## config.mk

```make
export PLATFORM = sky130hd
export DESIGN_NAME = weekly_alarm_scheduler_flat
export DESIGN_NICKNAME = d
export VERILOG_FILES = /design/src/rtl/was_pkg.sv /design/src/rtl/was_ifs.sv /design/src/rtl/was_dist_unit.sv /design/src/rtl/weekly_alarm_scheduler.sv /design/src/flat_wrapper.sv
export VERILOG_INCLUDE_DIRS = /design/src /design/src/rtl
export SDC_FILE = /design/constraint.sdc
export NUM_CORES = 1
export LEC_CHECK = 0
export ABC_AREA = 1
export BUFFER_PORTS_ARGS = -buffer_cell sky130_fd_sc_hd__buf_2
export CORE_AREA = 2 2 178 180
export CTS_CLUSTER_DIAMETER = 40
export DETAILED_ROUTE_END_ITERATION = 16
export DIE_AREA = 0 0 180 182
export PLACE_DENSITY = 0.67
export SYNTH_ARGS = -nofsm -noshare
export SYNTH_HDL_FRONTEND = slang
export SYNTH_SLANG_ARGS = --single-unit
```

## constraint.sdc

```tcl
create_clock -name clk -period 11 [get_ports clk]
set_input_delay 2.2 -clock clk [delete_from_list [all_inputs] [get_ports clk]]
set_output_delay 2.2 -clock clk [all_outputs]
set_load 0.02 [all_outputs]
```

## src/rtl/weekly_alarm_scheduler_macros.svh

```systemverilog
// Assertion macros shared by the weekly alarm scheduler RTL.
// Included by the modules that carry concurrent assertions; no other dependencies.
`ifndef WEEKLY_ALARM_SCHEDULER_MACROS_SVH
`define WEEKLY_ALARM_SCHEDULER_MACROS_SVH

// Same-cycle implication, disabled while reset is asserted.
`define WAS_ASSERT_IMPL(label, clk, rst_n, ante, cons) \
    label: assert property (@(posedge clk) disable iff (!rst_n) (ante) |-> (cons)) \
        else $error("weekly alarm scheduler assertion failed");

// Next-cycle implication, disabled while reset is asserted.
`define WAS_ASSERT_NEXT(label, clk, rst_n, ante, cons) \
    label: assert property (@(posedge clk) disable iff (!rst_n) (ante) |=> (cons)) \
        else $error("weekly alarm scheduler assertion failed");

`endif

```

## src/rtl/was_pkg.sv

```systemverilog
// Package for the weekly alarm scheduler: constants, opcodes, states and payload types.
// Used by the interfaces, the distance unit and the top level; no dependencies.
`timescale 1ns / 1ps

package was_pkg;

    localparam int NUM_ALARMS    = 8;
    localparam int IDX_W         = (NUM_ALARMS > 1) ? $clog2(NUM_ALARMS) : 1;
    localparam int DAYS_PER_WEEK = 7;
    localparam int MIN_PER_DAY   = 1440;
    localparam int MIN_PER_HOUR  = 60;
    localparam int WEEK_WRAP     = (6 * 1440) + (23 * 60) + 59;
    localparam int DIST_W        = 15;

    typedef enum logic [1:0] {
        OP_TICK   = 2'd0,
        OP_WRITE  = 2'd1,
        OP_STOP   = 2'd2,
        OP_RECOMP = 2'd3
    } op_t;

    typedef enum logic [3:0] {
        ST_IDLE  = 4'b0001,
        ST_SETUP = 4'b0010,
        ST_SCAN  = 4'b0100,
        ST_DONE  = 4'b1000
    } state_t;

    typedef struct packed {
        logic [6:0] days;
        logic [4:0] hour;
        logic [5:0] minute;
    } entry_t;

    typedef struct packed {
        logic [1:0] operation;
        logic [2:0] day;
        logic [4:0] hour;
        logic [5:0] minute;
        logic [5:0] second;
        logic [2:0] alarm_index;
        logic       alarm_on;
        logic [6:0] alarm_days;
        logic [4:0] alarm_hour;
        logic [5:0] alarm_minute;
    } req_t;

    typedef struct packed {
        logic       next_valid;
        logic [2:0] next_index;
        logic [2:0] next_weekday;
        logic       ringing;
        logic       ring_start;
        logic       ring_stop;
        logic       any_enabled;
    } rsp_t;

endpackage

```

## src/rtl/was_ifs.sv

```systemverilog
// Valid/ready channel interfaces for the request and response sides of the scheduler.
// Depends on was_pkg for the payload types.
`timescale 1ns / 1ps

interface was_req_if;
    logic          valid;
    logic          ready;
    was_pkg::req_t data;

    modport source (output valid, output data, input ready);
    modport sink (input valid, input data, output ready);
endinterface

interface was_rsp_if;
    logic          valid;
    logic          ready;
    was_pkg::rsp_t data;

    modport source (output valid, output data, input ready);
    modport sink (input valid, input data, output ready);
endinterface

```

## src/rtl/was_dist_unit.sv

```systemverilog
// Shared distance unit: minutes from a reference point to a weekday, hour and minute.
// Depends on was_pkg for constants and the entry type.
`timescale 1ns / 1ps

module was_dist_unit (
    input  logic [2:0]                  day,
    input  was_pkg::entry_t             entry,
    input  logic [was_pkg::DIST_W-1:0]  now,
    output logic [was_pkg::DIST_W-1:0]  key
);

    logic [was_pkg::DIST_W-1:0] at_w;
    logic [was_pkg::DIST_W-1:0] diff_w;

    assign at_w = was_pkg::DIST_W'(day) * was_pkg::DIST_W'(was_pkg::MIN_PER_DAY)
                + was_pkg::DIST_W'(entry.hour) * was_pkg::DIST_W'(was_pkg::MIN_PER_HOUR)
                + was_pkg::DIST_W'(entry.minute);

    assign diff_w = at_w - now;

    // A negative distance wraps by WEEK_WRAP (one week less one minute); a value still negative keeps its
    // two's complement pattern and therefore orders above every positive one.
    assign key = diff_w[was_pkg::DIST_W-1]
               ? diff_w + was_pkg::DIST_W'(was_pkg::WEEK_WRAP)
               : diff_w;

endmodule

```

## src/rtl/weekly_alarm_scheduler.sv

```systemverilog
// Top level of the weekly alarm scheduler: request decode, alarm table, search sequencer.
// Depends on was_pkg, was_ifs, was_dist_unit and the assertion macro header.
//
// Usage: each request on the req channel carries an operation (time tick, write
// alarm entry, stop ringing, recompute) with the current weekday, hour, minute and
// second, plus the alarm entry fields for writes. Every request yields exactly one
// response on the rsp channel with the chosen next alarm and the ringing flags.
// A tick that needs no search goes from acceptance straight to the done state. A
// write, stop, recompute, or a tick that ends ringing runs a search over every
// alarm and weekday, one candidate per cycle through the shared distance unit,
// after a setup state that forms the current time, and then enters the done state,
// where the response register is loaded. The block takes one request at a time and
// raises req.ready again the cycle after the response register is loaded, even if
// that response is still waiting. If the receiver stalls, the response is held and
// the next result waits in the sequencer. Reset disables every alarm, clears the
// choice and ringing, and drops any pending response.
`timescale 1ns / 1ps
`include "weekly_alarm_scheduler_macros.svh"

module weekly_alarm_scheduler (
    input  logic      clk,
    input  logic      rst_n,
    was_req_if.sink   req,
    was_rsp_if.source rsp
);

    was_pkg::state_t                   state_reg;
    was_pkg::state_t                   state_next;

    logic [was_pkg::NUM_ALARMS-1:0]    on_reg;
    was_pkg::entry_t                   tbl_reg [was_pkg::NUM_ALARMS];

    logic [2:0]                        cur_day_reg;
    logic [4:0]                        cur_hour_reg;
    logic [5:0]                        cur_min_reg;
    logic [was_pkg::DIST_W-1:0]        now_reg;

    logic                              chosen_valid_reg;
    logic [2:0]                        chosen_index_reg;
    logic [2:0]                        chosen_day_reg;
    was_pkg::entry_t                   chosen_entry_reg;
    logic                              ring_reg;
    logic                              start_reg;
    logic                              stop_reg;

    logic [was_pkg::IDX_W-1:0]         scan_idx_reg;
    logic [2:0]                        scan_day_reg;
    logic                              found_reg;
    logic [was_pkg::DIST_W-1:0]        best_reg;
    logic [was_pkg::IDX_W-1:0]         best_idx_reg;
    logic [2:0]                        best_day_reg;
    was_pkg::entry_t                   best_entry_reg;

    logic                              out_valid_reg;
    was_pkg::rsp_t                     out_data_reg;

    logic                              accept;
    logic                              hit;
    logic [7:0]                        chosen_days_ext;
    logic [7:0]                        scan_days_ext;
    was_pkg::entry_t                   scan_entry;
    logic                              cand;
    logic                              take;
    logic                              found_w;
    logic [was_pkg::IDX_W-1:0]         best_idx_w;
    logic [2:0]                        best_day_w;
    was_pkg::entry_t                   best_entry_w;
    logic                              scan_last;
    logic                              out_load;

    logic [2:0]                        unit_day;
    was_pkg::entry_t                   unit_entry;
    logic [was_pkg::DIST_W-1:0]        unit_now;
    logic [was_pkg::DIST_W-1:0]        unit_key;

    assign req.ready = (state_reg == was_pkg::ST_IDLE);
    assign accept    = req.valid && req.ready;

    assign chosen_days_ext = {1'b0, chosen_entry_reg.days};
    assign hit = chosen_valid_reg && chosen_days_ext[req.data.day]
              && (chosen_entry_reg.hour == req.data.hour)
              && (chosen_entry_reg.minute == req.data.minute);

    assign scan_entry    = tbl_reg[scan_idx_reg];
    assign scan_days_ext = {1'b0, scan_entry.days};
    assign cand          = on_reg[scan_idx_reg] && scan_days_ext[scan_day_reg];

    // The setup state runs the same unit on the current time to form "now".
    always_comb
    begin
        if (state_reg == was_pkg::ST_SETUP)
        begin
            unit_day   = cur_day_reg;
            unit_entry = '{days: 7'd0, hour: cur_hour_reg, minute: cur_min_reg};
            unit_now   = '0;
        end
        else
        begin
            unit_day   = scan_day_reg;
            unit_entry = scan_entry;
            unit_now   = now_reg;
        end
    end

    was_dist_unit u_dist (
        .day   (unit_day),
        .entry (unit_entry),
        .now   (unit_now),
        .key   (unit_key)
    );

    assign take         = cand && (!found_reg || (unit_key < best_reg));
    assign found_w      = found_reg || take;
    assign best_idx_w   = take ? scan_idx_reg : best_idx_reg;
    assign best_day_w   = take ? scan_day_reg : best_day_reg;
    assign best_entry_w = take ? scan_entry : best_entry_reg;
    assign scan_last    = (scan_idx_reg == '0) && (scan_day_reg == '0);
    assign out_load     = (state_reg == was_pkg::ST_DONE) && (!out_valid_reg || rsp.ready);

    always_comb
    begin
        state_next = state_reg;
        case (state_reg)
            was_pkg::ST_IDLE:
            begin
                if (accept)
                begin
                    if ((req.data.operation == was_pkg::OP_TICK)
                        && (hit || !(ring_reg || (hit && (req.data.second == 6'd0)))))
                    begin
                        state_next = was_pkg::ST_DONE;
                    end
                    else
                    begin
                        state_next = was_pkg::ST_SETUP;
                    end
                end
            end
            was_pkg::ST_SETUP:
            begin
                state_next = was_pkg::ST_SCAN;
            end
            was_pkg::ST_SCAN:
            begin
                if (scan_last)
                begin
                    state_next = was_pkg::ST_DONE;
                end
            end
            was_pkg::ST_DONE:
            begin
                if (out_load)
                begin
                    state_next = was_pkg::ST_IDLE;
                end
            end
            default:
            begin
                state_next = was_pkg::ST_IDLE;
            end
        endcase
    end

    always_ff @(posedge clk or negedge rst_n)
    begin
        if (!rst_n)
        begin
            state_reg        <= was_pkg::ST_IDLE;
            on_reg           <= '0;
            chosen_valid_reg <= 1'b0;
            chosen_index_reg <= 3'd0;
            chosen_day_reg   <= 3'd0;
            ring_reg         <= 1'b0;
            out_valid_reg    <= 1'b0;
        end
        else
        begin
            state_reg <= state_next;

            if (accept)
            begin
                case (req.data.operation)
                    was_pkg::OP_TICK:
                    begin
                        if (ring_reg || (hit && (req.data.second == 6'd0)))
                        begin
                            ring_reg <= hit;
                        end
                    end
                    was_pkg::OP_WRITE:
                    begin
                        if (32'(req.data.alarm_index) < was_pkg::NUM_ALARMS)
                        begin
                            on_reg[was_pkg::IDX_W'(req.data.alarm_index)] <= req.data.alarm_on;
                        end
                    end
                    was_pkg::OP_STOP:
                    begin
                        ring_reg <= 1'b0;
                    end
                    default:
                    begin
                    end
                endcase
            end

            if ((state_reg == was_pkg::ST_SCAN) && scan_last)
            begin
                chosen_valid_reg <= found_w;
                if (found_w)
                begin
                    chosen_index_reg <= 3'(best_idx_w);
                    chosen_day_reg   <= best_day_w;
                end
            end

            if (out_load)
            begin
                out_valid_reg <= 1'b1;
            end
            else if (rsp.ready)
            begin
                out_valid_reg <= 1'b0;
            end
        end
    end

    always_ff @(posedge clk)
    begin
        if (accept)
        begin
            cur_day_reg  <= req.data.day;
            cur_hour_reg <= req.data.hour;
            cur_min_reg  <= req.data.minute;
            start_reg    <= 1'b0;
            stop_reg     <= 1'b0;
            case (req.data.operation)
                was_pkg::OP_TICK:
                begin
                    if (ring_reg || (hit && (req.data.second == 6'd0)))
                    begin
                        start_reg <= hit && !ring_reg;
                        stop_reg  <= !hit;
                    end
                end
                was_pkg::OP_WRITE:
                begin
                    if (32'(req.data.alarm_index) < was_pkg::NUM_ALARMS)
                    begin
                        tbl_reg[was_pkg::IDX_W'(req.data.alarm_index)] <= '{
                            days:   req.data.alarm_days,
                            hour:   req.data.alarm_hour,
                            minute: req.data.alarm_minute
                        };
                    end
                end
                was_pkg::OP_STOP:
                begin
                    stop_reg <= ring_reg;
                end
                default:
                begin
                end
            endcase
        end

        case (state_reg)
            was_pkg::ST_SETUP:
            begin
                now_reg      <= unit_key + was_pkg::DIST_W'(1);
                scan_idx_reg <= was_pkg::IDX_W'(was_pkg::NUM_ALARMS - 1);
                scan_day_reg <= 3'(was_pkg::DAYS_PER_WEEK - 1);
                found_reg    <= 1'b0;
            end
            was_pkg::ST_SCAN:
            begin
                found_reg      <= found_w;
                best_idx_reg   <= best_idx_w;
                best_day_reg   <= best_day_w;
                best_entry_reg <= best_entry_w;
                if (take)
                begin
                    best_reg <= unit_key;
                end
                if (scan_day_reg == 3'd0)
                begin
                    scan_idx_reg <= scan_idx_reg - was_pkg::IDX_W'(1);
                    scan_day_reg <= 3'(was_pkg::DAYS_PER_WEEK - 1);
                end
                else
                begin
                    scan_day_reg <= scan_day_reg - 3'd1;
                end
                if (scan_last && found_w)
                begin
                    chosen_entry_reg <= best_entry_w;
                end
            end
            default:
            begin
            end
        endcase

        if (out_load)
        begin
            out_data_reg.next_valid   <= chosen_valid_reg;
            out_data_reg.next_index   <= chosen_valid_reg ? chosen_index_reg : 3'd0;
            out_data_reg.next_weekday <= chosen_valid_reg ? chosen_day_reg : 3'd0;
            out_data_reg.ringing      <= ring_reg;
            out_data_reg.ring_start   <= start_reg;
            out_data_reg.ring_stop    <= stop_reg;
            out_data_reg.any_enabled  <= |on_reg;
        end
    end

    assign rsp.valid = out_valid_reg;
    assign rsp.data  = out_data_reg;

    `WAS_ASSERT_IMPL(a_start_stop_excl, clk, rst_n, out_valid_reg, !(out_data_reg.ring_start && out_data_reg.ring_stop))
    `WAS_ASSERT_IMPL(a_start_rings, clk, rst_n, out_valid_reg && out_data_reg.ring_start, out_data_reg.ringing)
    `WAS_ASSERT_IMPL(a_idle_choice, clk, rst_n, out_valid_reg && !out_data_reg.next_valid, (out_data_reg.next_index == 3'd0) && (out_data_reg.next_weekday == 3'd0))
    `WAS_ASSERT_NEXT(a_busy_after_accept, clk, rst_n, req.valid && req.ready, !req.ready)
    `WAS_ASSERT_NEXT(a_scan_ends, clk, rst_n, (state_reg == was_pkg::ST_SCAN) && scan_last, state_reg == was_pkg::ST_DONE)

endmodule

```

## src/flat_wrapper.sv

```systemverilog
// flat-port wrapper written by rule: the top's interface ports become plain ports
module weekly_alarm_scheduler_flat 
  (clk, rst_n, req_valid, req_data, req_ready, rsp_valid, rsp_data, rsp_ready);
  was_req_if req_i ();
  was_rsp_if rsp_i ();
  input  logic clk;
  input  logic rst_n;
  input wire logic [$bits(req_i.valid)-1:0] req_valid;
  input wire logic [$bits(req_i.data)-1:0] req_data;
  output wire logic [$bits(req_i.ready)-1:0] req_ready;
  output wire logic [$bits(rsp_i.valid)-1:0] rsp_valid;
  output wire logic [$bits(rsp_i.data)-1:0] rsp_data;
  input wire logic [$bits(rsp_i.ready)-1:0] rsp_ready;
  assign req_i.valid = req_valid;
  assign req_i.data = req_data;
  assign req_ready = req_i.ready;
  assign rsp_valid = rsp_i.valid;
  assign rsp_data = rsp_i.data;
  assign rsp_i.ready = rsp_ready;
  weekly_alarm_scheduler u_core (.clk(clk), .rst_n(rst_n), .req(req_i), .rsp(rsp_i));
endmodule
```

; ---- After elaboration in Yosys (flattened, before gate mapping)
; Memories as Yosys holds them, arrays and structs flattened. A register that Yosys moved wholly into a read port is not among the register bits.
; Cells that the tools add are included.
; Widths: inputs -> output; s select.
[totals]
ram_bits = 144
memories = 1
regBits = 127
input_bits = 48
[classes]
eq_ne = 13
n_reduce_logical = 40
n_addsub = 7
n_mux = 36
magnitude_cmp = 6
n_mul = 2
[mem_list]
columns = name, words, width, rd, rd_clocked_by_memory_dff, wr, line_no
row1 = u_core.tbl_reg, 8, 18, 1, 1, 1, weekly_alarm_scheduler.sv:31  ; was_pkg::entry_t tbl_reg [was_pkg::NUM_ALARMS];
[op_table]
columns = operator, n
row1 = $mux 15, 2
row2 = $mux 18, 1
row3 = $mux 3, 6
row4 = $lt 3x4->1 const B, 4
row5 = $mux 4, 4
row6 = $pmux 4 s4, 1
row7 = $add 14x11->15, 1
row8 = $add 15x1->15 const B, 1
row9 = $add 15x14->15 const B, 1
row10 = $add 15x6->15, 1
row11 = $lt 15x15->1, 1
row12 = $sub 15x15->15, 1
row13 = $logic_and 1x1->1, 14
row14 = $pmux 3 s2, 2
row15 = $reduce_and 2->1, 6
row16 = $mux 1, 11
row17 = $mux 11, 1
row18 = $bmux 1 s3, 3
row19 = $mul 3x6->9 const B, 1
row20 = $mul 5x4->9 const B, 1
row21 = $bwmux 8, 1
row22 = $reduce_or 8->1, 1
row23 = $eq 6x6->1, 1
row24 = $logic_not 3->1, 2
row25 = other kinds (19), 36

; ---- Depth between registers and ports, before layout
; Gate-level depths: netlist (run 1).
[logic_depth]
ltp_word = 14
ltp_mapped = 53
mapped_depth_nobuf = 48

; ---- Modules after synthesis
; A second synthesis (run 1) with hierarchy kept.
[unflattened]
hier_cells = 1439
hier_area_um2 = 14256.2
[by_module_without_submodules]
columns = module, cells_each, seq_area_each_um2, instances, area_each_um2
row1 = weekly_alarm_scheduler, 1089, 8094.0, 1, 11885.1
row2 = was_dist_unit, 350, 0.0, 1, 2371.0

; ---- Least setup slack after synthesis (run 1)
; Ideal clock, no wire load.
[synth_path]
path_type = reg2reg
startpoint = reg (tool-made name)
endpoint = reg u_core.best_reg[0] (netlist name) (enable)
t_arrival_ns = 7.978
path_slack_ns = 2.635
setup_ns = 0.387
synth_period_minus_slack_ns = 8.365
path_buffers = 5
stages_incl_launch_ff = 46
t_required_ns = 10.613
cell_sequence = dfxtp_1 > buf_2 > clkbuf_1 > clkbuf_1 > o21ai_0 > o221ai_1 > o21ai_0 > nand2_1 > o21ai_0 > inv_1 > fa_1 > fa_1 > inv_1 > fa_1 > o21ai_0 > a21oi_1 > nor2_1 > nor2_1 > [10 not listed] > nand3_1 > nand2_1 > nand2_2 > buf_6 > nor2_1 > xor2_1 > inv_1 > ha_1 > a21oi_1 > nor2_1 > a211oi_1 > nand2_1 > nand2_1 > nand2_1 > nand2_1 > nand2_2 > buf_2 > nor2_1
[synth_rtl]
columns = item, line_no
row1 = to (signal assigned), weekly_alarm_scheduler.sv:283  ; best_reg <= unit_key;
row2 = to (decl), weekly_alarm_scheduler.sv:49  ; logic [was_pkg::DIST_W-1:0] best_reg;

==> flow_metrics.env, run 1 <==
export IMPL_area_growth_pct=16.1
export IMPL_finalClockSkew_ns=0.0218
export IMPL_fin_nets=1549
export IMPL_finalCritPeriodShare=0.858
export IMPL_grt_pass1_vias=9483
export IMPL_wirelength_mm=30.8
export IMPL_slew_headroom=0.296
export IMPL_r2r_setup_slack_ns=1.56
export IMPL_tightest_slew_ns=1.05
export IMPL_fin_cells=1850
export IMPL_reg2regPathDepth=41
export IMPL_cts_sinks=274
export IMPL_multi_input_area_um2=4870
export IMPL_slowest_delay_ns=0.71
export IMPL_finalHoldViolations=0
export IMPL_place_inst=1773
export IMPL_cp_common_cell="nand2_1"
export IMPL_yosysWarningCount=0
export IMPL_cts_root_buf="clkbuf_16"
export IMPL_final_layout_size_suffix_gt1_frac=0.132
export IMPL_synth_fp_nets=1461
export IMPL_antenna_found_initial=3
export IMPL_die_height_um=182
export IMPL_fmax_mhz=106
export IMPL_largest_register_ffs=144
export IMPL_min_path_type="flop to flop"
export IMPL_num_io_pins=61
export IMPL_yosysSeqAreaShare=0.588
export IMPL_drcViolationCount=0
export IMPL_clockBufferDepth=3
export IMPL_crit_required_ns=11.21
export IMPL_fill_cells=2642
export IMPL_place_hpwl_mm=21.0
export IMPL_fp_dieArea_um2=32800
export IMPL_dr_pass1_iters=5
export IMPL_outcome="finished, final reports clean"
export IMPL_crit_path_start_kind="flop"
export IMPL_period_minus_slack_ns=9.44
export IMPL_tns_ns=0
export IMPL_worst_ep_arrival_time_ns=9.66
export IMPL_die_width_um=180
export IMPL_htreeDepth=2
export IMPL_cts_tree="yes"
export IMPL_grt_max_degree=40
export IMPL_synth_edf_count=250
export IMPL_seqCellArea_um2=8100
export IMPL_row_count=65
export IMPL_grt_pass1_wl_mm=49.0
export IMPL_worstSkewPairLatency_ns=0.54
export IMPL_crit_path_top_delay_cell="dfxtp_2"
export IMPL_synth_cell_types=49
export IMPL_path_clk_slew_ns=0.06
export IMPL_drt_iter0_markers=773
export IMPL_timing_rr_end="u_core.best_reg[13]"
export IMPL_synth_seq_cells=274
export IMPL_wire_per_inst_um=16.6
export IMPL_ant_nets=0
export IMPL_vias=9584
export IMPL_numCtsBuffers=41
export IMPL_endpoint_kind="flop"
export IMPL_start_util=0.444
export IMPL_hp_start="u_core.stop_reg"
export IMPL_finalSetupViolations=0
export IMPL_netlist_instances=1326
export IMPL_critPathMaxFanout=37
export IMPL_ys_async_sr_fraction=0.0766
export IMPL_criticalPathCategory="flop to flop"
export IMPL_core_area_um2=31000
export IMPL_vias_per_cell=5.18
export IMPL_avgSynthCellArea_um2=10.4
export IMPL_drv_slew=0
export IMPL_cts_hold_buf=0
export IMPL_cts_setup_buffers=0
export IMPL_port_buffers=60
export IMPL_cap_violations=0
export IMPL_overflow=0
export IMPL_worst_setup_path_endpoint="u_core.best_reg[13]"
export IMPL_gr_usage_all_layers=0.190
export IMPL_fin_util=0.515
export IMPL_cts_resized=0
export IMPL_rsz0062_at_grt="false"
export IMPL_syn_area_um2=13800
export IMPL_synth_ff_type="edfxtp_1"
export IMPL_place_congestion=0.840
-- placed cells by master, fill, tap and decap left out, types with 12 or more instances in the layout --
| cell | instances |
|---|---|
| edfxtp_1 | 250 |
| nand2_1 | 225 |
| inv_1 | 169 |
| nor2_1 | 167 |
| o21ai_0 | 119 |
| ha_1 | 68 |
| buf_2 | 60 |
| nand3_1 | 56 |
| clkbuf_16 | 41 |
| a21oi_1 | 30 |
| xor2_1 | 27 |
| o22ai_1 | 22 |
| dfrtp_1 | 20 |
| fa_1 | 19 |
| buf_4 | 19 |
| nor2_2 | 12 |
-- how the worst min path moves through the flow --
stage	endpoint	slack, ns	depth (start not counted)
finish	u_core.rsp.data[1]	0.42	0
global route	u_core.rsp.data[2]	0.45	0
CTS	u_core.rsp.data[1]	0.43	0
detailed placement	u_core.rsp.data[2]	0.41	0
global placement	u_core.rsp.data[2]	0.40	0
floorplan	u_core.rsp.data[1]	0.40	0
-- layout make-up --
type / instances / share of cell area
timing repair buffer: 79 / 0.0277
clock inverter: 31 / 0.0216
antenna: 1 / 0.000157
multi-input combinational: 840 / 0.305
tap: 402 / 0.0315
inverter: 178 / 0.0418
sequential: 274 / 0.507
clock buffer: 45 / 0.0652
-- per-layer routing --
layer  GRT usage  up-vias  routed length (um)
met5           0        -                  24
met4      0.0530        4                 633
met3      0.0361       46                1740
met2       0.312      268               14500
met1       0.257     4594               13900
li1            -     4672                   -
-- Yosys cell counts, drive strengths merged (4+ instances only) --
cell	n	area share
a21oi	30	0.011
a31oi	8	0.0036
and2	7	0.0032
buf	12	0.0051
clkbuf	22	0.0061
clkinv	4	0.0011
dfrtp	20	0.036
edfxtp	250	0.55
fa	19	0.028
ha	68	0.062
inv	174	0.047
nand2	230	0.064
nand3	58	0.022
nand4	9	0.0041
nor2	181	0.051
nor3	13	0.0051
nor4	4	0.0018
o21ai	120	0.044
o221ai	8	0.0051
o22ai	22	0.010
or2	10	0.0045
xnor2	9	0.0063
xor2	28	0.018
-- through the flow --
stage                     hold slack, ns  setup slack [ns]  cell area (um2)
after global placement             0.404              1.80            14600
after detailed placement           0.407              1.57            14600
after floorplan                    0.400              2.64            13800
after CTS                          0.428              1.50            16000
after global routing               0.447             0.666            16000
final                              0.423              1.56            16000
-- cell families after synthesis --
group / after synthesis / share of synthesized area
and+or+nand+nor: 515 / 0.157
buffers and inverters: 212 / 0.0597
DFF: 274 / 0.588
adders and majority gates: 87 / 0.0895
AOI/OAI and AO/OA: 199 / 0.0795
muxes: 2 / 0.00146
xor gates and xnor gates: 37 / 0.0246
-- worst max-delay path, delay by kind of cell (launching register included) --
kind	cells	cell delay (ns)
fa+ha+maj	7	2.93
flops	1	0.71
compound gates	8	1.69
xor+xnor	2	0.48
buf+inv	8	1.26
simple gates	16	2.01
Power of run 1 is not shown: default switching activity piles up to over one toggle a cycle in this logic, so the estimate is an artifact.
==> run 2, diff against run 1 <==
Settings changed: CELL_PAD_IN_SITES_DETAIL_PLACEMENT set to 0, CELL_PAD_IN_SITES_GLOBAL_PLACEMENT set to 1, CORE_AREA 2 2 178 180 to 2 2 181 183, DIE_AREA 0 0 180 182 to 0 0 183 185, PLACE_DENSITY 0.67 to 0.8, SYNTH_HIERARCHICAL set to 1.
==> flow_metrics.env, run 2 <==
export IMPL_critPathMaxFanout=46
export IMPL_row_count=66
export IMPL_port_buffers=60
export IMPL_worst_ep_arrival_time_ns=9.24
export IMPL_drt_iter0_markers=654
export IMPL_cts_tree="yes"
export IMPL_wirelength_mm=30.4
export IMPL_tightest_slew_ns=0.907
export IMPL_wire_per_inst_um=15.6
export IMPL_cp_common_cell="nand2_1"
export IMPL_place_hpwl_mm=20.8
export IMPL_ant_nets=0
export IMPL_fp_dieArea_um2=33900
export IMPL_synth_fp_nets=1567
export IMPL_finalSetupViolations=0
export IMPL_fill_cells=2879
export IMPL_endpoint_kind="flop"
export IMPL_finalHoldViolations=0
export IMPL_outcome="finished, final reports clean"
export IMPL_numCtsBuffers=39
export IMPL_wl_met3_mm=1.40
export IMPL_cts_hold_buf=0
export IMPL_final_cell_mix="329 x nand2_1, 250 x edfxtp_1, 216 x inv_1"
export IMPL_finalCritPeriodShare=0.820
export IMPL_slowest_delay_ns=0.63
export IMPL_final_layout_size_suffix_gt1_frac=0.126
export IMPL_antenna_found_initial=1
export IMPL_top_layer="met4"
export IMPL_grt_pass1_vias=9705
export IMPL_fmax_mhz=111
export IMPL_slew_headroom=0.393
export IMPL_wl_met1_mm=13.2
export IMPL_cts_setup_buffers=0
export IMPL_finalClockSkew_ns=0.0344
export IMPL_cts_sinks=274
export IMPL_syn_area_um2=14200
export IMPL_start_util=0.444
export IMPL_place_congestion=0.801
export IMPL_dr_pass1_iters=5
export IMPL_netlist_instances=1432
export IMPL_criticalPathCategory="flop to flop"
export IMPL_yosysWarningCount=6
export IMPL_rsz0062_at_grt="false"
export IMPL_final_common_cell="nand2_1"
export IMPL_drv_slew=0
export IMPL_htreeDepth=2
export IMPL_grt_pass1_wl_mm=49.4
export IMPL_crit_path_top_delay_cell="dfxtp_2"
export IMPL_dr_wl_met2_mm=15.2
export IMPL_fin_nets=1646
export IMPL_min_path_type="flop to flop"
export IMPL_grt_max_degree=73
export IMPL_cts_resized=0
export IMPL_vias=9660
export IMPL_worstSkewPairLatency_ns=0.55
export IMPL_cap_violations=0
export IMPL_num_io_pins=61
export IMPL_tns_ns=0
export IMPL_drcViolationCount=0
export IMPL_overflow=0
export IMPL_gr_usage_all_layers=0.186
export IMPL_vias_per_cell=4.95
export IMPL_clockBufferDepth=3
export IMPL_die_width_um=183
export IMPL_area_growth_pct=14.9
export IMPL_path_clk_slew_ns=0.06
export IMPL_crit_required_ns=11.22
export IMPL_crit_path_start_kind="flop"
export IMPL_avgSynthCellArea_um2=9.94
export IMPL_cts_root_buf="clkbuf_16"
export IMPL_period_minus_slack_ns=9.02
export IMPL_largest_register_ffs=144
export IMPL_core_area_um2=32000
export IMPL_die_height_um=185
## run 2: area by class of cell
class                           instances  area (um2)  area share
Sequential cell                       274        8100       0.495
Clock buffer                           41         983      0.0602
Multi-Input combinational cell        899        5100       0.312
Tap cell                              408         510      0.0312
Antenna cell                            1        2.50    0.000153
Clock inverter                         30         402      0.0246
Timing Repair Buffer                   74         405      0.0248
Inverter                              223         842      0.0515
## run 2: critical path, delay by kind of cell (launching register included)
kind	cells	cell delay, ns
fa+ha+maj	7	2.85
simple gates	19	2.47
compound gates	6	1.30
buf+inv	4	0.88
flops	1	0.63
xor+xnor	2	0.51
## run 2: routing by layer
| layer | track usage | vias up |
|---|---|---|
| met5 | 0 | - |
| met4 | 0.0534 | 0 |
| met3 | 0.0315 | 46 |
| met2 | 0.335 | 189 |
| met1 | 0.229 | 4550 |
| li1 | - | 4875 |
## run 2: stage by stage
stage	cells	cell area, um2	utilization	worst slack, ns	hold slack, ns
CTS	1949	16300	0.510	1.90	0.448
finish	1950	16300	0.510	1.98	0.444
global route	1949	16300	0.510	1.08	0.457
detailed placement	1878	15000	0.467	1.96	0.434
global placement	1878	15000	0.467	2.17	0.436
floorplan	1432	14200	-	3.03	0.400
## run 2: final timing paths
check | end | cells past startpoint | start | slack [ns]
worst max register to register | u_core/best_reg[13] | 38 | flop | 1.98
worst min register to register | u_core/rsp.data[2] | 0 | u_core/start_reg | 0.44
worst min-delay path | u_core/rsp.data[2] | 0 | u_core/start_reg | 0.44
min in group asynchronous | u_core/state_reg[3] | 1 | rst_n | 1.62
worst max-delay path | u_core/best_reg[13] | 38 | flop | 1.98
max in group asynchronous | u_core/state_reg[0] | 1 | rst_n | 9.03
Power of run 2 is left out for the same reason.
